==> src/sv/plg_pkg.sv <==
// shared types and constants of the luma-to-glyph text renderer
package plg_pkg;

    localparam int DIM_W = 13;
    localparam int CFG_W = 13;
    localparam int CFG_IDX_W = 3;
    localparam int GLYPH_BITS = 32;
    localparam int GLYPH_MAX_BYTES = 4;
    localparam int LEN_W = 3;
    localparam int LEN_CODE_W = 2;
    localparam int LUMA_SHIFT = 8;
    localparam int SUM_W = 18;
    localparam int QUEUE_DEPTH = 4;
    localparam int QUEUE_AW = 2;
    localparam int QUEUE_CW = 3;
    localparam int BYTE_IDX_W = 3;

    localparam logic [7:0] NEWLINE_BYTE = 8'h0A;

    localparam logic OP_LOAD = 1'b0;
    localparam logic OP_RENDER = 1'b1;

    localparam logic [CFG_IDX_W-1:0] CFG_FRAME_WIDTH = 3'd0;
    localparam logic [CFG_IDX_W-1:0] CFG_FRAME_HEIGHT = 3'd1;
    localparam logic [CFG_IDX_W-1:0] CFG_RED_WEIGHT = 3'd2;
    localparam logic [CFG_IDX_W-1:0] CFG_GREEN_WEIGHT = 3'd3;
    localparam logic [CFG_IDX_W-1:0] CFG_BLUE_WEIGHT = 3'd4;
    localparam logic [CFG_IDX_W-1:0] CFG_LUMA_ROUNDING = 3'd5;

    localparam logic [DIM_W-1:0] RST_FRAME_WIDTH = 13'd640;
    localparam logic [DIM_W-1:0] RST_FRAME_HEIGHT = 13'd480;
    localparam logic [7:0] RST_RED_WEIGHT = 8'd77;
    localparam logic [7:0] RST_GREEN_WEIGHT = 8'd150;
    localparam logic [7:0] RST_BLUE_WEIGHT = 8'd29;
    localparam logic [7:0] RST_LUMA_ROUNDING = 8'd128;

    // one rendered pixel on its way to the byte serialiser
    typedef struct packed {
        logic [GLYPH_BITS-1:0] glyph;
        logic [LEN_CODE_W-1:0] len_code;
        logic                  row_end;
        logic                  frame_last;
    } t_job;

endpackage

==> src/sv/plg_queue.sv <==
// short queue of rendered pixels between front and back end
module plg_queue (
    input  logic          i_clk,
    input  logic          i_rst_n,
    input  logic          i_push,
    input  plg_pkg::t_job i_job,
    input  logic          i_pop,
    output logic          o_valid,
    output plg_pkg::t_job o_job
);

    plg_pkg::t_job r_mem [plg_pkg::QUEUE_DEPTH];
    logic [plg_pkg::QUEUE_AW-1:0] r_wp, r_rp;
    logic [plg_pkg::QUEUE_CW-1:0] r_count, n_count;

    // the front end holds credits, so a push never meets a full queue
    always_comb begin
        n_count = r_count;
        case ({i_push, i_pop})
            2'b10:   n_count = r_count + plg_pkg::QUEUE_CW'(1);
            2'b01:   n_count = r_count - plg_pkg::QUEUE_CW'(1);
            default: n_count = r_count;
        endcase
    end

    always_ff @(posedge i_clk) begin
        if (!i_rst_n) begin
            r_wp <= '0;
            r_rp <= '0;
            r_count <= '0;
        end else begin
            r_count <= n_count;
            if (i_push) begin
                r_wp <= r_wp + plg_pkg::QUEUE_AW'(1);
            end
            if (i_pop) begin
                r_rp <= r_rp + plg_pkg::QUEUE_AW'(1);
            end
        end
    end

    always_ff @(posedge i_clk) begin
        if (i_push) begin
            r_mem[r_wp] <= i_job;
        end
    end

    assign o_valid = (r_count != '0);
    assign o_job = r_mem[r_rp];

endmodule

==> config.mk <==
export PLATFORM = sky130hd
export DESIGN_NAME = plg_queue
export DESIGN_NICKNAME = d
export VERILOG_FILES = /design/src/sv/plg_pkg.sv /design/src/sv/plg_queue.sv
export SDC_FILE = /design/constraint.sdc
export NUM_CORES = 1
export LEC_CHECK = 0
export ABC_AREA = 1
export BUFFER_PORTS_ARGS = -buffer_cell sky130_fd_sc_hd__buf_2
export CAP_MARGIN = 30
export CORE_ASPECT_RATIO = 1.4
export CORE_MARGIN = 1
export CORE_UTILIZATION = 59
export CTS_BUF_LIST = sky130_fd_sc_hd__clkbuf_8
export DETAILED_ROUTE_END_ITERATION = 6
export HOLD_SLACK_MARGIN = 0.03
export PLACE_DENSITY = 0.81
export SYNTH_ARGS = -nofsm -noshare
export SYNTH_HDL_FRONTEND = slang
export SYNTH_SLANG_ARGS = --single-unit
==> constraint.sdc <==
create_clock -name i_clk -period 2.2 [get_ports i_clk]
set_input_delay 0.44 -clock i_clk [delete_from_list [all_inputs] [get_ports i_clk]]
set_output_delay 0.44 -clock i_clk [all_outputs]
set_load 0.05 [all_outputs]
==> key figures <==
Setup path
  • Bufs and invs on worst path: 2
  • R2r startpoint: r_wp[0]
  • Worst-path maximum fanout: 18
  • Critical path class: reg -> out
  • Reg2reg setup slack: just over 0.8 ns
  • Worst reg-to-reg path cell count: 5
  • Critical Path RT: 1.76 ns
  • Cell family with most CP delay: buffers and inverters
  • Critical path capture point type: output port
  • CP cell instances: buf_4, o21ai_1, o22ai_1, buf_4
  • Max incr delay on CP: 0.41 ns
  • R2R Path End: r_mem[0][0]
  • Critical path arrival: 1.70 ns
  • Most frequent CP cell: buf_4
  • Slowest-stage cell, CP: dfxtp_4
  • Crit path launch type: register

Routing
  • Pre-antenna DRT Iters: 6
  • DRT Wirelength: approximately 11 mm
  • DRC: 0
  • WL/cell: about 17 µm
  • Vias per cell: 5.57
  • DRT antenna net count: 0
  • DR vias: 3560
  • 1st-iter DRT viols: 281

Clock tree
  • Clk sinks: 153
  • Post-CTS Repair Setup Buffers: 0
  • Clk slew on worst S/H paths: 0.07 ns
  • Hold-fix buffers, CTS: 0
  • CTS Buf Count: 17
  • H-tree levels: 4
  • Root Driver: clkbuf_8
  • Max clock buf depth: 2
  • CTS tree: yes
  • Clk Latency, worst-skew pair: 0.43 ns

Global routing
  • GRT busiest layer: met2
  • Largest net degree at the start of global routing: 37
  • Total grt overflow: 0
  • First-pass GRT wire length: 17.3 mm
  • Grt met1 use: between 20% and 30%
  • Antenna violations before repair: 0
  • Grt met3 use: 5.89%
  • Met2 Use GR: 39.8%
  • Gr usage total: between 20% and 30%
  • Vias in the first global route: 3578

Power
  • Switching Fraction: around 27%
  • Internal power: 4.54 mW
  • Maximum vdd drop: 0.589 mV
  • Switch Pwr: about 1.7 mW
  • P_leak: 2.43 nW
  • Reg power frac: a little over half
  • Logic pwr share: 14.8%
  • PnR Total Power: 6.22 mW
  • Part of the power in the clock network: 31.4%
  • PwrDens: 920 mW/mm²

Yosys
  • Synth top area share: between 70% and 80%
  • Area leader, netlist: edfxtp_1
  • Synth Register Bits: 153
  • Most instantiated cells after synthesis: edfxtp_1, nor2_1, o21ai_1, o22ai_1, o21ai_0
  • Largest cells by area after synthesis: edfxtp_1, o21ai_1, nor2_1
  • Synthesized area per cell: 14.4 µm²
  • Cell count after synthesis: 404
  • Yosys warning count: 0
  • Number of distinct library cells after synthesis: 18
  • Dominant cell by count in the synthesized netlist: edfxtp_1
  • Net Count, Synth: 450
  • FFs w/ async S/R, synth: 0%
  • Prevailing post-synth register cell: edfxtp_1
  • Post-Syn Area: 0.00580 mm²
  • EDFF count, synth: around 140
  • Seq/Total Area, Yosys: around 78%

STA
  • Slew @ Worst Pin: roughly 0.35 ns
  • Final worst-path cycle share: 97.3%
  • Worst relative slew slack: 76.5%
  • Final-report hold violation count: 0
  • Fin crit period: between 2 and 2.5 ns
  • RSZ-0062 raised after global routing: yes
  • Clk_skew: 0.00607 ns
  • Final setup fails: 0
  • Slew Viols, Final: 0
  • Hold_ws: around 0.22 ns
  • Achievable frequency: ~0.47 GHz

Run
  • Maxcap violations: 0

Cells and area
  • Non-Filler Instances: 639
  • NumNets Final: 540
  • Diodes inserted: 0
  • Share of post-route cells with drive strength above 1: 24.7%
  • Final core utilization: approximately 71%
  • Fillers: between 600 and 700
  • Area Growth Syn to Fin: 16.6%

Die
  • Initial cell density of the core: 61.0%
  • # rows: 42
  • Die Footprint: 0.0102 mm²
  • Die Wd: 85.8 µm
  • Area of the core: 0.00951 mm²
  • Chip height: 119 µm
  • I/O pin total: 77

Placement
  • # placed instances: 607
  • GP Congestion: 0.757
  • Dpl hpwl: 6.62 mm
  • I/O Buffers: 76

Run status
  • Status: finished clean

Worst hold path
  • Worst Hold Path Cells: 1
  • HP Start: i_job[34]
  • Worst Hold End: r_mem[0][34]
  • Hold Crit Class: in -> reg
placed cells by master (no fill, tap or decap), drive strengths merged:
cell	count
ha	5
clkinv	12
nand2	9
edfxtp	144
clkinvlp	4
fa	1
a21oi	5
dfxtp	9
nand4	1
nor2	75
inv	14
nand3	2
clkbuf	27
o22ai	36
o21ai	78
bufinv	2
buf	83
what timing repair did:
item | in CTS | in global routing
pin swaps | 0 | 0
setup endpoints to repair | 18 | 33
cloned | 0 | 0
endpoints found under the hold margin | 0 | 0
resized for setup | 9 | 18
per-stage QoR:
step	cell area, µm²	setup TNS [ns]	worst slack, ns
after floorplan	5800	0	0.278
after global placement	6330	0	0.461
after detailed placement	6330	0	0.423
after CTS	6720	0	0.00796
after global routing	6770	-0.0537	-0.0198
final	6770	0	0.0593
metal layers:
layer  part of all wire [%]  routed length (µm)
met2                     55                6020
met4                    1.7                 186
met1                     39                4260
met5                      0                   0
met3                    4.4                 487
cell type report:
type,count,area [µm²],share of cell area (%)
flip-flops and latches,153,4510,66.6
multi-input cells,212,1050,15.6
repair buffers,93,586,8.65
clock buffers,17,234,3.46
well taps,132,165,2.44
clock inverters,15,138,2.03
inverters,17,81.3,1.20
power groups by stage:
| stage | Sequential, mW | Clock, mW | Combinational, mW |
|---|---|---|---|
| global placement | 3.41 | 0 | 0.876 |
| detailed placement | 3.42 | 0 | 0.893 |
| CTS | 3.35 | 1.98 | 0.908 |
| global route | 3.36 | 2.10 | 0.986 |
| floorplan | 3.41 | 0 | 0.655 |
| finish | 3.35 | 1.95 | 0.919 |
how the worst max path moves through the flow:
stage	endpoint	slack, ns	cells after the start
2_1_floorplan	o_job[0]	0.28	5
3_3_place_gp	o_job[29]	0.46	5
3_5_place_dp	r_count[2]	0.42	11
4_1_cts	o_job[31]	0.008	4
5_1_grt	o_job[33]	-0.02	4
6_report	o_job[21]	0.06	4
flip-flops by register name (all words and copies together) (netlist names), named ones only:
name	count
r_count	3
r_wp	2
r_rp	2
r_mem	144
logic make-up (layout without fill, tap and decap cells):
| group | count (synthesis) | after routing | synth area share [%] |
|---|---|---|---|
| DFF | 153 | 153 | 77.6 |
| adders and majority gates | 6 | 6 | 1.42 |
| buffers and inverters | 39 | 142 | 4.20 |
| and+or+nand+nor | 87 | 87 | 5.71 |
| AOI/OAI and AO/OA | 119 | 119 | 11.0 |
Power figures use the tool's default switching activity.
