<file path="src/sv/plg_pkg.sv">
// shared types and constants of the luma-to-glyph text renderer
package plg_pkg;

    localparam int DIM_W = 13;
    localparam int CFG_W = 13;
    localparam int CFG_IDX_W = 3;
    localparam int GLYPH_BITS = 32;
    localparam int GLYPH_MAX_BYTES = 4;
    localparam int LEN_W = 3;
    localparam int LEN_CODE_W = 2;
    localparam int LUMA_SHIFT = 8;
    localparam int SUM_W = 18;
    localparam int QUEUE_DEPTH = 4;
    localparam int QUEUE_AW = 2;
    localparam int QUEUE_CW = 3;
    localparam int BYTE_IDX_W = 3;

    localparam logic [7:0] NEWLINE_BYTE = 8'h0A;

    localparam logic OP_LOAD = 1'b0;
    localparam logic OP_RENDER = 1'b1;

    localparam logic [CFG_IDX_W-1:0] CFG_FRAME_WIDTH = 3'd0;
    localparam logic [CFG_IDX_W-1:0] CFG_FRAME_HEIGHT = 3'd1;
    localparam logic [CFG_IDX_W-1:0] CFG_RED_WEIGHT = 3'd2;
    localparam logic [CFG_IDX_W-1:0] CFG_GREEN_WEIGHT = 3'd3;
    localparam logic [CFG_IDX_W-1:0] CFG_BLUE_WEIGHT = 3'd4;
    localparam logic [CFG_IDX_W-1:0] CFG_LUMA_ROUNDING = 3'd5;

    localparam logic [DIM_W-1:0] RST_FRAME_WIDTH = 13'd640;
    localparam logic [DIM_W-1:0] RST_FRAME_HEIGHT = 13'd480;
    localparam logic [7:0] RST_RED_WEIGHT = 8'd77;
    localparam logic [7:0] RST_GREEN_WEIGHT = 8'd150;
    localparam logic [7:0] RST_BLUE_WEIGHT = 8'd29;
    localparam logic [7:0] RST_LUMA_ROUNDING = 8'd128;

    // one rendered pixel on its way to the byte serialiser
    typedef struct packed {
        logic [GLYPH_BITS-1:0] glyph;
        logic [LEN_CODE_W-1:0] len_code;
        logic                  row_end;
        logic                  frame_last;
    } t_job;

endpackage

</file>
<file path="src/sv/plg_back.sv">
// back end: serialises glyph bytes and row newlines into the output register
module plg_back (
    input  logic          i_clk,
    input  logic          i_rst_n,
    input  logic          i_q_valid,
    input  plg_pkg::t_job i_q_job,
    output logic          o_pop,
    output logic          o_valid,
    input  logic          i_stall,
    output logic [7:0]    o_out_byte,
    output logic          o_is_newline,
    output logic          o_last,
    output logic          o_frame_end
);

    logic [plg_pkg::BYTE_IDX_W-1:0] r_idx;
    logic r_valid;
    logic [7:0] r_byte;
    logic r_nl, r_last, r_fend;

    logic load_out, advance, done, need_nl, final_byte;
    logic [plg_pkg::BYTE_IDX_W-1:0] len3;
    logic [7:0] c_byte;
    logic c_nl, c_last, c_fend;

    assign load_out = !r_valid || !i_stall;
    assign advance = load_out && i_q_valid;
    assign len3 = plg_pkg::BYTE_IDX_W'(i_q_job.len_code);
    assign need_nl = i_q_job.row_end && !i_q_job.frame_last;
    assign final_byte = (r_idx == len3);

    always_comb begin
        if (r_idx <= len3) begin
            c_byte = i_q_job.glyph[{r_idx[1:0], 3'b000} +: 8];
            c_nl = 1'b0;
            c_last = final_byte && !need_nl;
            c_fend = final_byte && i_q_job.frame_last;
            done = final_byte && !need_nl;
        end else begin
            // row-ending newline after the glyph bytes
            c_byte = plg_pkg::NEWLINE_BYTE;
            c_nl = 1'b1;
            c_last = 1'b1;
            c_fend = 1'b0;
            done = 1'b1;
        end
    end

    assign o_pop = advance && done;

    always_ff @(posedge i_clk) begin
        if (!i_rst_n) begin
            r_idx <= '0;
            r_valid <= 1'b0;
        end else if (load_out) begin
            r_valid <= i_q_valid;
            if (advance) begin
                r_idx <= done ? '0 : r_idx + plg_pkg::BYTE_IDX_W'(1);
            end
        end
    end

    always_ff @(posedge i_clk) begin
        if (advance) begin
            r_byte <= c_byte;
            r_nl <= c_nl;
            r_last <= c_last;
            r_fend <= c_fend;
        end
    end

    assign o_valid = r_valid;
    assign o_out_byte = r_byte;
    assign o_is_newline = r_nl;
    assign o_last = r_last;
    assign o_frame_end = r_fend;

endmodule

</file>
<file path="config.mk">
export PLATFORM = sky130hd
export DESIGN_NAME = plg_back
export DESIGN_NICKNAME = d
export VERILOG_FILES = /design/src/sv/plg_pkg.sv /design/src/sv/plg_back.sv
export SDC_FILE = /design/constraint.sdc
export NUM_CORES = 1
export LEC_CHECK = 0
export BUFFER_PORTS_ARGS = -buffer_cell sky130_fd_sc_hd__buf_2
export CORE_MARGIN = 3
export CORE_UTILIZATION = 42
export DETAILED_ROUTE_END_ITERATION = 7
export PLACE_DENSITY = 0.82
export SLEW_MARGIN = 20
export SYNTH_ARGS = -nofsm -noshare
export SYNTH_HDL_FRONTEND = slang
export SYNTH_SLANG_ARGS = --single-unit
export TNS_END_PERCENT = 10
</file>
<file path="constraint.sdc">
create_clock -name i_clk -period 2.1 [get_ports i_clk]
set_input_delay 0.21 -clock i_clk [delete_from_list [all_inputs] [get_ports i_clk]]
set_output_delay 0.21 -clock i_clk [all_outputs]
set_load 0.01 [all_outputs]
</file>
==> impl_metrics.py, run 1 <==
metrics = {
    "floorplan": {
        "die_h_um": 51.2,
        "dieArea_mm2": 0.00263,
        "row_count": 15,
        "die_x_um": 51.2,
        "io_pins": 53,
        "initial_utilization": 0.472,
        "core-area_mm2": 0.00182,
    },
    "worst_setup_path": {
        "critPathCaptureType": "output pin",
        "cp_max_fo": 5,
        "worstSetupStartpointType": "flop",
        "cp.arrival_ns": 1.63,
        "crit_required_ns": 1.89,
        "reg2reg_slack_ns": 0.39,
        "critPathKind": "flop to output pin",
    },
    "route": {
        "drcViolationCount": 0,
        "antenna_left": 0,
        "first_iter_violations": 5,
        "routed_via_density": 5.18,
        "wl_mm": 1.91,
        "vias": 741,
        "drt-wirelength-per-cell_um": 13.3,
        "drt_first_pass_iters": 4,
    },
    "logic_synthesis": {
        "synth-xor-area-share": 0,
        "synthSimpleGateAreaFrac": 0.130,
        "synth_top_family_by_area": "multiplexers",
        "synthMuxAreaShare": 0.231,
        "synth_warnings": 0,
        "syn_nets": 103,
        "syn_inst": 60,
        "ys_types": 23,
        "synth_seq_cells": 15,
        "syn-cell-area_um2": 860,
        "synthAdderAreaFrac": 0.0437,
        "ys_seq_area_frac": 0.477,
        "synth-compound-area-share": 0.0815,
        "avgSynthCellArea_um2": 14.3,
    },
    "final_layout": {
        "fill_cells": 137,
        "n_antenna_cell": 0,
        "syn_to_final_growth_pct": 40.9,
        "mostFrequentLayoutCells": "buf_2, edfxtp_1, nor2b_1, mux4_1, buf_4",
        "multi_input_comb_area_um2": 433,
        "nNetsFinal": 162,
        "final_area_mm2": 0.00121,
        "seq_area_um2": 410,
        "layout_commonest_cell": "buf_2",
        "drive_gt1_frac": 0.576,
        "instances_no_fill": 143,
    },
    "sta": {
        "finalCriticalPeriod_ns": 1.84,
        "rsz0062_at_grt": "no",
        "worst_pin_slew_ns": 0.389,
        "final-setup-viol-count": 0,
        "hold_slack_ns": 0.175,
        "finalHoldViolations": 0,
        "fmax_mhz": 542,
        "final-max-slew-violation-count": 0,
        "final.setup.tns_ns": 0,
        "skew_ns": 0.00623,
        "maxSlewHeadroom": 0.739,
        "fin_crit_sh": 0.878,
    },
    "cts": {
        "h-tree-depth": 1,
        "cts_buffer_depth": 2,
        "clkLatencyLatePin_ns": 0.28,
        "clk_pin_slew_worst_paths_ns": 0.09,
        "cts_buffers": 3,
        "hold_buffers": 0,
        "cts_sinks": 15,
        "cts_tree": "yes",
        "cts_root_buf": "clkbuf_4",
    },
    "placement": {
        "dpl.hpwl_mm": 1.56,
        "gp_congestion": 0.732,
        "io_buffers": 52,
        "dp_cells": 137,
        "dpl_cell_area_mm2": 0.00115,
    },
    "grt": {
        "grt_use_total": 0.153,
        "grt_pass1_vias": 708,
        "antenna_found_initial": 0,
        "grt.overflow.total": 0,
        "grt_pass1_wl_mm": 2.89,
        "grt_max_degree": 15,
    },
    "power_and_ir_drop": {
        "leakagePower_nw": 0.547,
        "p_total_w": 0.000736,
        "pwr_density_cell_mw_per_mm2": 608,
        "vdd_ir_drop_max_v": 0.000297,
    },
    "run": {
        "maxCapViolations": 0,
    },
    "hold_path": {
        "hp-class": "input port to flop",
    },
    "run_status": {
        "status": "finished, final reports clean",
    },
}
## kinds of logic (layout without fill, tap and decap cells)
group	count (synthesis)	in the layout
AOI/OAI and AO/OA	8	8
adders and majority gates	3	3
buffers and inverters	6	64
DFF	15	15
muxes	8	8
and+or+nand+nor	20	20
## per-stage QoR
step / setup WS, ns / util
2_1_floorplan: 0.397 / -
3_3_place_gp: 0.463 / 0.634
3_5_place_dp: 0.354 / 0.634
4_1_cts: 0.0286 / 0.649
5_1_grt: 0.0839 / 0.665
6_report: 0.256 / 0.665
## worst paths after layout
check	end	start	depth (start not counted)
min reg2reg	o_valid	o_valid	2
min	o_valid	i_q_valid	3
max reg2reg	o_last	r_idx[0]	6
max	o_pop	r_idx[0]	6
## final cells by class
| class | instances | share of cell area |
|---|---|---|
| multi-input combinational | 39 | 0.357 |
| sequential | 15 | 0.339 |
| timing repair buffer | 57 | 0.246 |
| tap | 25 | 0.0258 |
| clock buffer | 3 | 0.0186 |
| inverter | 3 | 0.00930 |
| clock inverter | 1 | 0.00413 |
## layer usage
layer	track usage	up-vias	share of wire
met5	0	-	0
met4	0.105	0	0.020
met3	0.0175	4	0.11
met2	0.273	56	0.49
met1	0.167	325	0.38
li1	-	356	-
## power breakdown
group	switching, W	internal (W)	total, W
Combinational	0.0000964	0.000117	0.000214
Clock	0.0000893	0.0000707	0.000160
Sequential	0.00000719	0.000355	0.000362
Total	0.000193	0.000543	0.000736
## cells in the mapped netlist
cell	instances	area, um^2
mux4_1	5	131
a21boi_2	1	11.3
o32ai_1	3	26.3
edfxtp_1	11	330
ha_1	3	37.5
a2bb2oi_2	1	15.0
nand2b_1	1	6.26
buf_2	1	5.00
a21oi_1	2	10.0
clkbuf_1	1	3.75
or2_2	1	6.26
mux4_2	3	67.6
or2_1	2	12.5
nand4b_1	1	8.76
dfxtp_1	4	80.1
nand2_1	4	15.0
nor3_1	1	5.00
nor2b_1	7	43.8
o21a_1	1	7.51
nor2_1	1	3.75
buf_6	1	11.3
nand3_1	2	10.0
inv_1	3	11.3
## what timing repair did
action | CTS | global route
hold endpoints to repair | 0 | 0
resized for setup | 0 | 2
setup buffers | 0 | 2
endpoints found under the setup margin | 0 | 1
## flip-flops by register name, indices dropped and copies added, names as in the netlist
name,cells
o_out_byte,8
o_frame_end,1
o_last,1
o_valid,1
r_idx,3
o_is_newline,1
## critical path, stage by stage, from the launching register on
cell     delay, ns
dfxtp_1       0.34
inv_1         0.07
ha_1          0.28
nand2_1       0.14
a21oi_2       0.24
o21a_1        0.16
buf_2         0.12
Power figures use the tool's default switching activity.
==> run 2, diff against run 1 <==
Settings changed: CORE_ASPECT_RATIO set to 1.5, MAX_ROUTING_LAYER set to met4.
==> run 2 against run 1 <==
- total power down 2.1%
- critical endpoint unchanged
- non-clock buffer count down 2
- via count down 3.6%
- critical path type unchanged
- critical path depth unchanged
- highest routed layer unchanged
- maximum frequency down 3.0%
- clock skew down 0.0022 ns
- sequential share of layout area up 0.71 points
- combinational power down 7%
- clock power about the same
- sequential power about the same
- final cell count down 4.2%
- largest cell class unchanged
==> impl_metrics.py, run 2 (synthesized netlist as in run 1, its figures left out) <==
metrics = {
    "floorplan": {
        "die_x_um": 42.9,
        "io_pins": 53,
        "dieArea_mm2": 0.00264,
        "row_count": 19,
        "initial_utilization": 0.458,
        "die_h_um": 61.4,
        "core-area_mm2": 0.00188,
    },
    "route": {
        "antenna_left": 0,
        "drcViolationCount": 0,
        "wl_mm": 1.68,
        "drt_first_pass_iters": 4,
        "vias": 714,
        "routed_via_density": 5.21,
        "first_iter_violations": 14,
        "drt-wirelength-per-cell_um": 12.2,
    },
    "worst_setup_path": {
        "startpoint": "r_idx[0]",
        "worst_r2r_path_depth": 5,
        "cp.arrival_ns": 1.69,
        "crit_buf_inv": 2,
        "cp_max_fo": 14,
        "max_stage_delay_ns": 0.34,
        "slowest_stage": "dfxtp_1",
        "timing.rr.start": "r_idx[0]",
        "reg2reg_to": "o_last",
        "reg2reg_slack_ns": 0.56,
        "crit_required_ns": 1.89,
        "critPathCaptureType": "output pin",
        "critPathKind": "flop to output pin",
        "worstSetupStartpointType": "flop",
        "path_delay_family": "compound AO/OA/AOI/OAI gates",
        "cp_cell_sequence": "inv_1 > ha_1 > nand2_1 > a2bb2oi_4 > o21a_1 > buf_2",
    },
    "run_status": {
        "status": "finished, final reports clean",
    },
    "hold_path": {
        "hp-class": "input port to flop",
        "hp-start": "i_q_valid",
        "min_to": "o_valid",
        "hold_depth": 3,
    },
    "sta": {
        "rsz0062_at_grt": "no",
        "final.setup.tns_ns": 0,
        "maxSlewHeadroom": 0.758,
        "final-setup-viol-count": 0,
        "hold_slack_ns": 0.184,
        "final-max-slew-violation-count": 0,
        "finalCriticalPeriod_ns": 1.90,
        "fin_crit_sh": 0.906,
        "skew_ns": 0.00402,
        "fmax_mhz": 526,
        "worst_pin_slew_ns": 0.361,
        "finalHoldViolations": 0,
        "fin_ws_ns": 0.198,
    },
    "final_layout": {
        "layout_commonest_cell": "buf_2",
        "n_antenna_cell": 0,
        "fill_cells": 146,
        "largest_register_ffs": 8,
        "final_area_mm2": 0.00119,
        "final_core_util": 0.632,
        "drive_gt1_frac": 0.552,
        "syn_to_final_growth_pct": 38.0,
        "nNetsFinal": 160,
        "mostFrequentLayoutCells": "buf_2, edfxtp_1, nor2b_1, mux4_1",
    },
    "power_and_ir_drop": {
        "leakagePower_nw": 0.534,
        "pwr_density_cell_mw_per_mm2": 608,
        "vdd_ir_drop_max_v": 0.000268,
    },
    "grt": {
        "grt_use_total": 0.133,
        "antenna_found_initial": 0,
        "grt.overflow.total": 0,
        "grt_pass1_vias": 673,
        "grt_pass1_wl_mm": 2.54,
        "grt_max_degree": 15,
    },
    "placement": {
        "gp_congestion": 0.671,
        "io_buffers": 52,
        "dpl_cell_area_mm2": 0.00115,
        "dpl.hpwl_mm": 1.43,
        "post-place-ws_ns": 0.406,
    },
    "cts": {
        "cts_buffers": 3,
        "cts_tree": "yes",
        "cts_sinks": 15,
        "cts_root_buf": "clkbuf_4",
        "h-tree-depth": 1,
        "hold_buffers": 0,
        "cts_buffer_depth": 2,
        "clk_pin_slew_worst_paths_ns": 0.08,
        "cts_setup_buffers": 0,
        "clkLatencyLatePin_ns": 0.28,
        "cts-resized-gates": 0,
    },
    "run": {
        "maxCapViolations": 0,
    },
}
[run 2: cell count changes in the layout (fill, tap and decap cells not counted), sizes merged]
| cell | delta |
|---|---|
| clkbuf | +1 |
| clkinv | -1 |
| buf | -2 |
[run 2: through the flow]
stage / std cells / power, W
after floorplan: 60 / 0.000491
after global placement: 133 / 0.000557
after detailed placement: 133 / 0.000566
after CTS: 137 / 0.000721
after global routing: 137 / 0.000758
final: 137 / 0.000721
[run 2: tightest hold or removal path: cells and delay by family]
| kind | cells | cell delay (ns) |
|---|---|---|
| AOI/OAI and AO/OA | 1 | 0.04 |
| buffers and inverters | 1 | 0.09 |
| and+or+nand+nor | 1 | 0.10 |
[run 2: cell type report]
| type | instances | area (um^2) | area share |
|---|---|---|---|
| inverters | 3 | 11.3 | 0.00949 |
| well taps | 21 | 26.3 | 0.0222 |
| repair buffers | 55 | 283 | 0.238 |
| flip-flops and latches | 15 | 410 | 0.346 |
| multi-input cells | 39 | 429 | 0.362 |
| clock buffers | 4 | 26.3 | 0.0222 |
[run 2: routing by layer]
| layer | part of all wire | routed length (um) | up-vias | global-route usage |
|---|---|---|---|---|
| met1 | 0.34 | 567 | 321 | 0.127 |
| met4 | 0.026 | 44 | 0 | 0.0991 |
| li1 | - | - | 352 | - |
| met5 | 0 | 0 | - | - |
| met2 | 0.54 | 906 | 37 | 0.240 |
| met3 | 0.093 | 156 | 4 | 0.0175 |
[run 2: worst max path at each step]
stage | cells past startpoint | slack [ns] | to
after floorplan | 7 | 0.40 | o_last
after global placement | 6 | 0.45 | o_pop
after detailed placement | 6 | 0.41 | o_pop
after CTS | 6 | 0.08 | o_pop
after global routing | 6 | 0.07 | o_pop
final | 6 | 0.20 | o_pop
[run 2: power breakdown]
group / total, W / switching (W) / leakage (nW) / internal, W
clock: 0.000159 / 0.0000851 / 0.0150 / 0.0000737
sequential: 0.000363 / 0.00000744 / 0.141 / 0.000355
combinational: 0.000199 / 0.0000885 / 0.379 / 0.000111
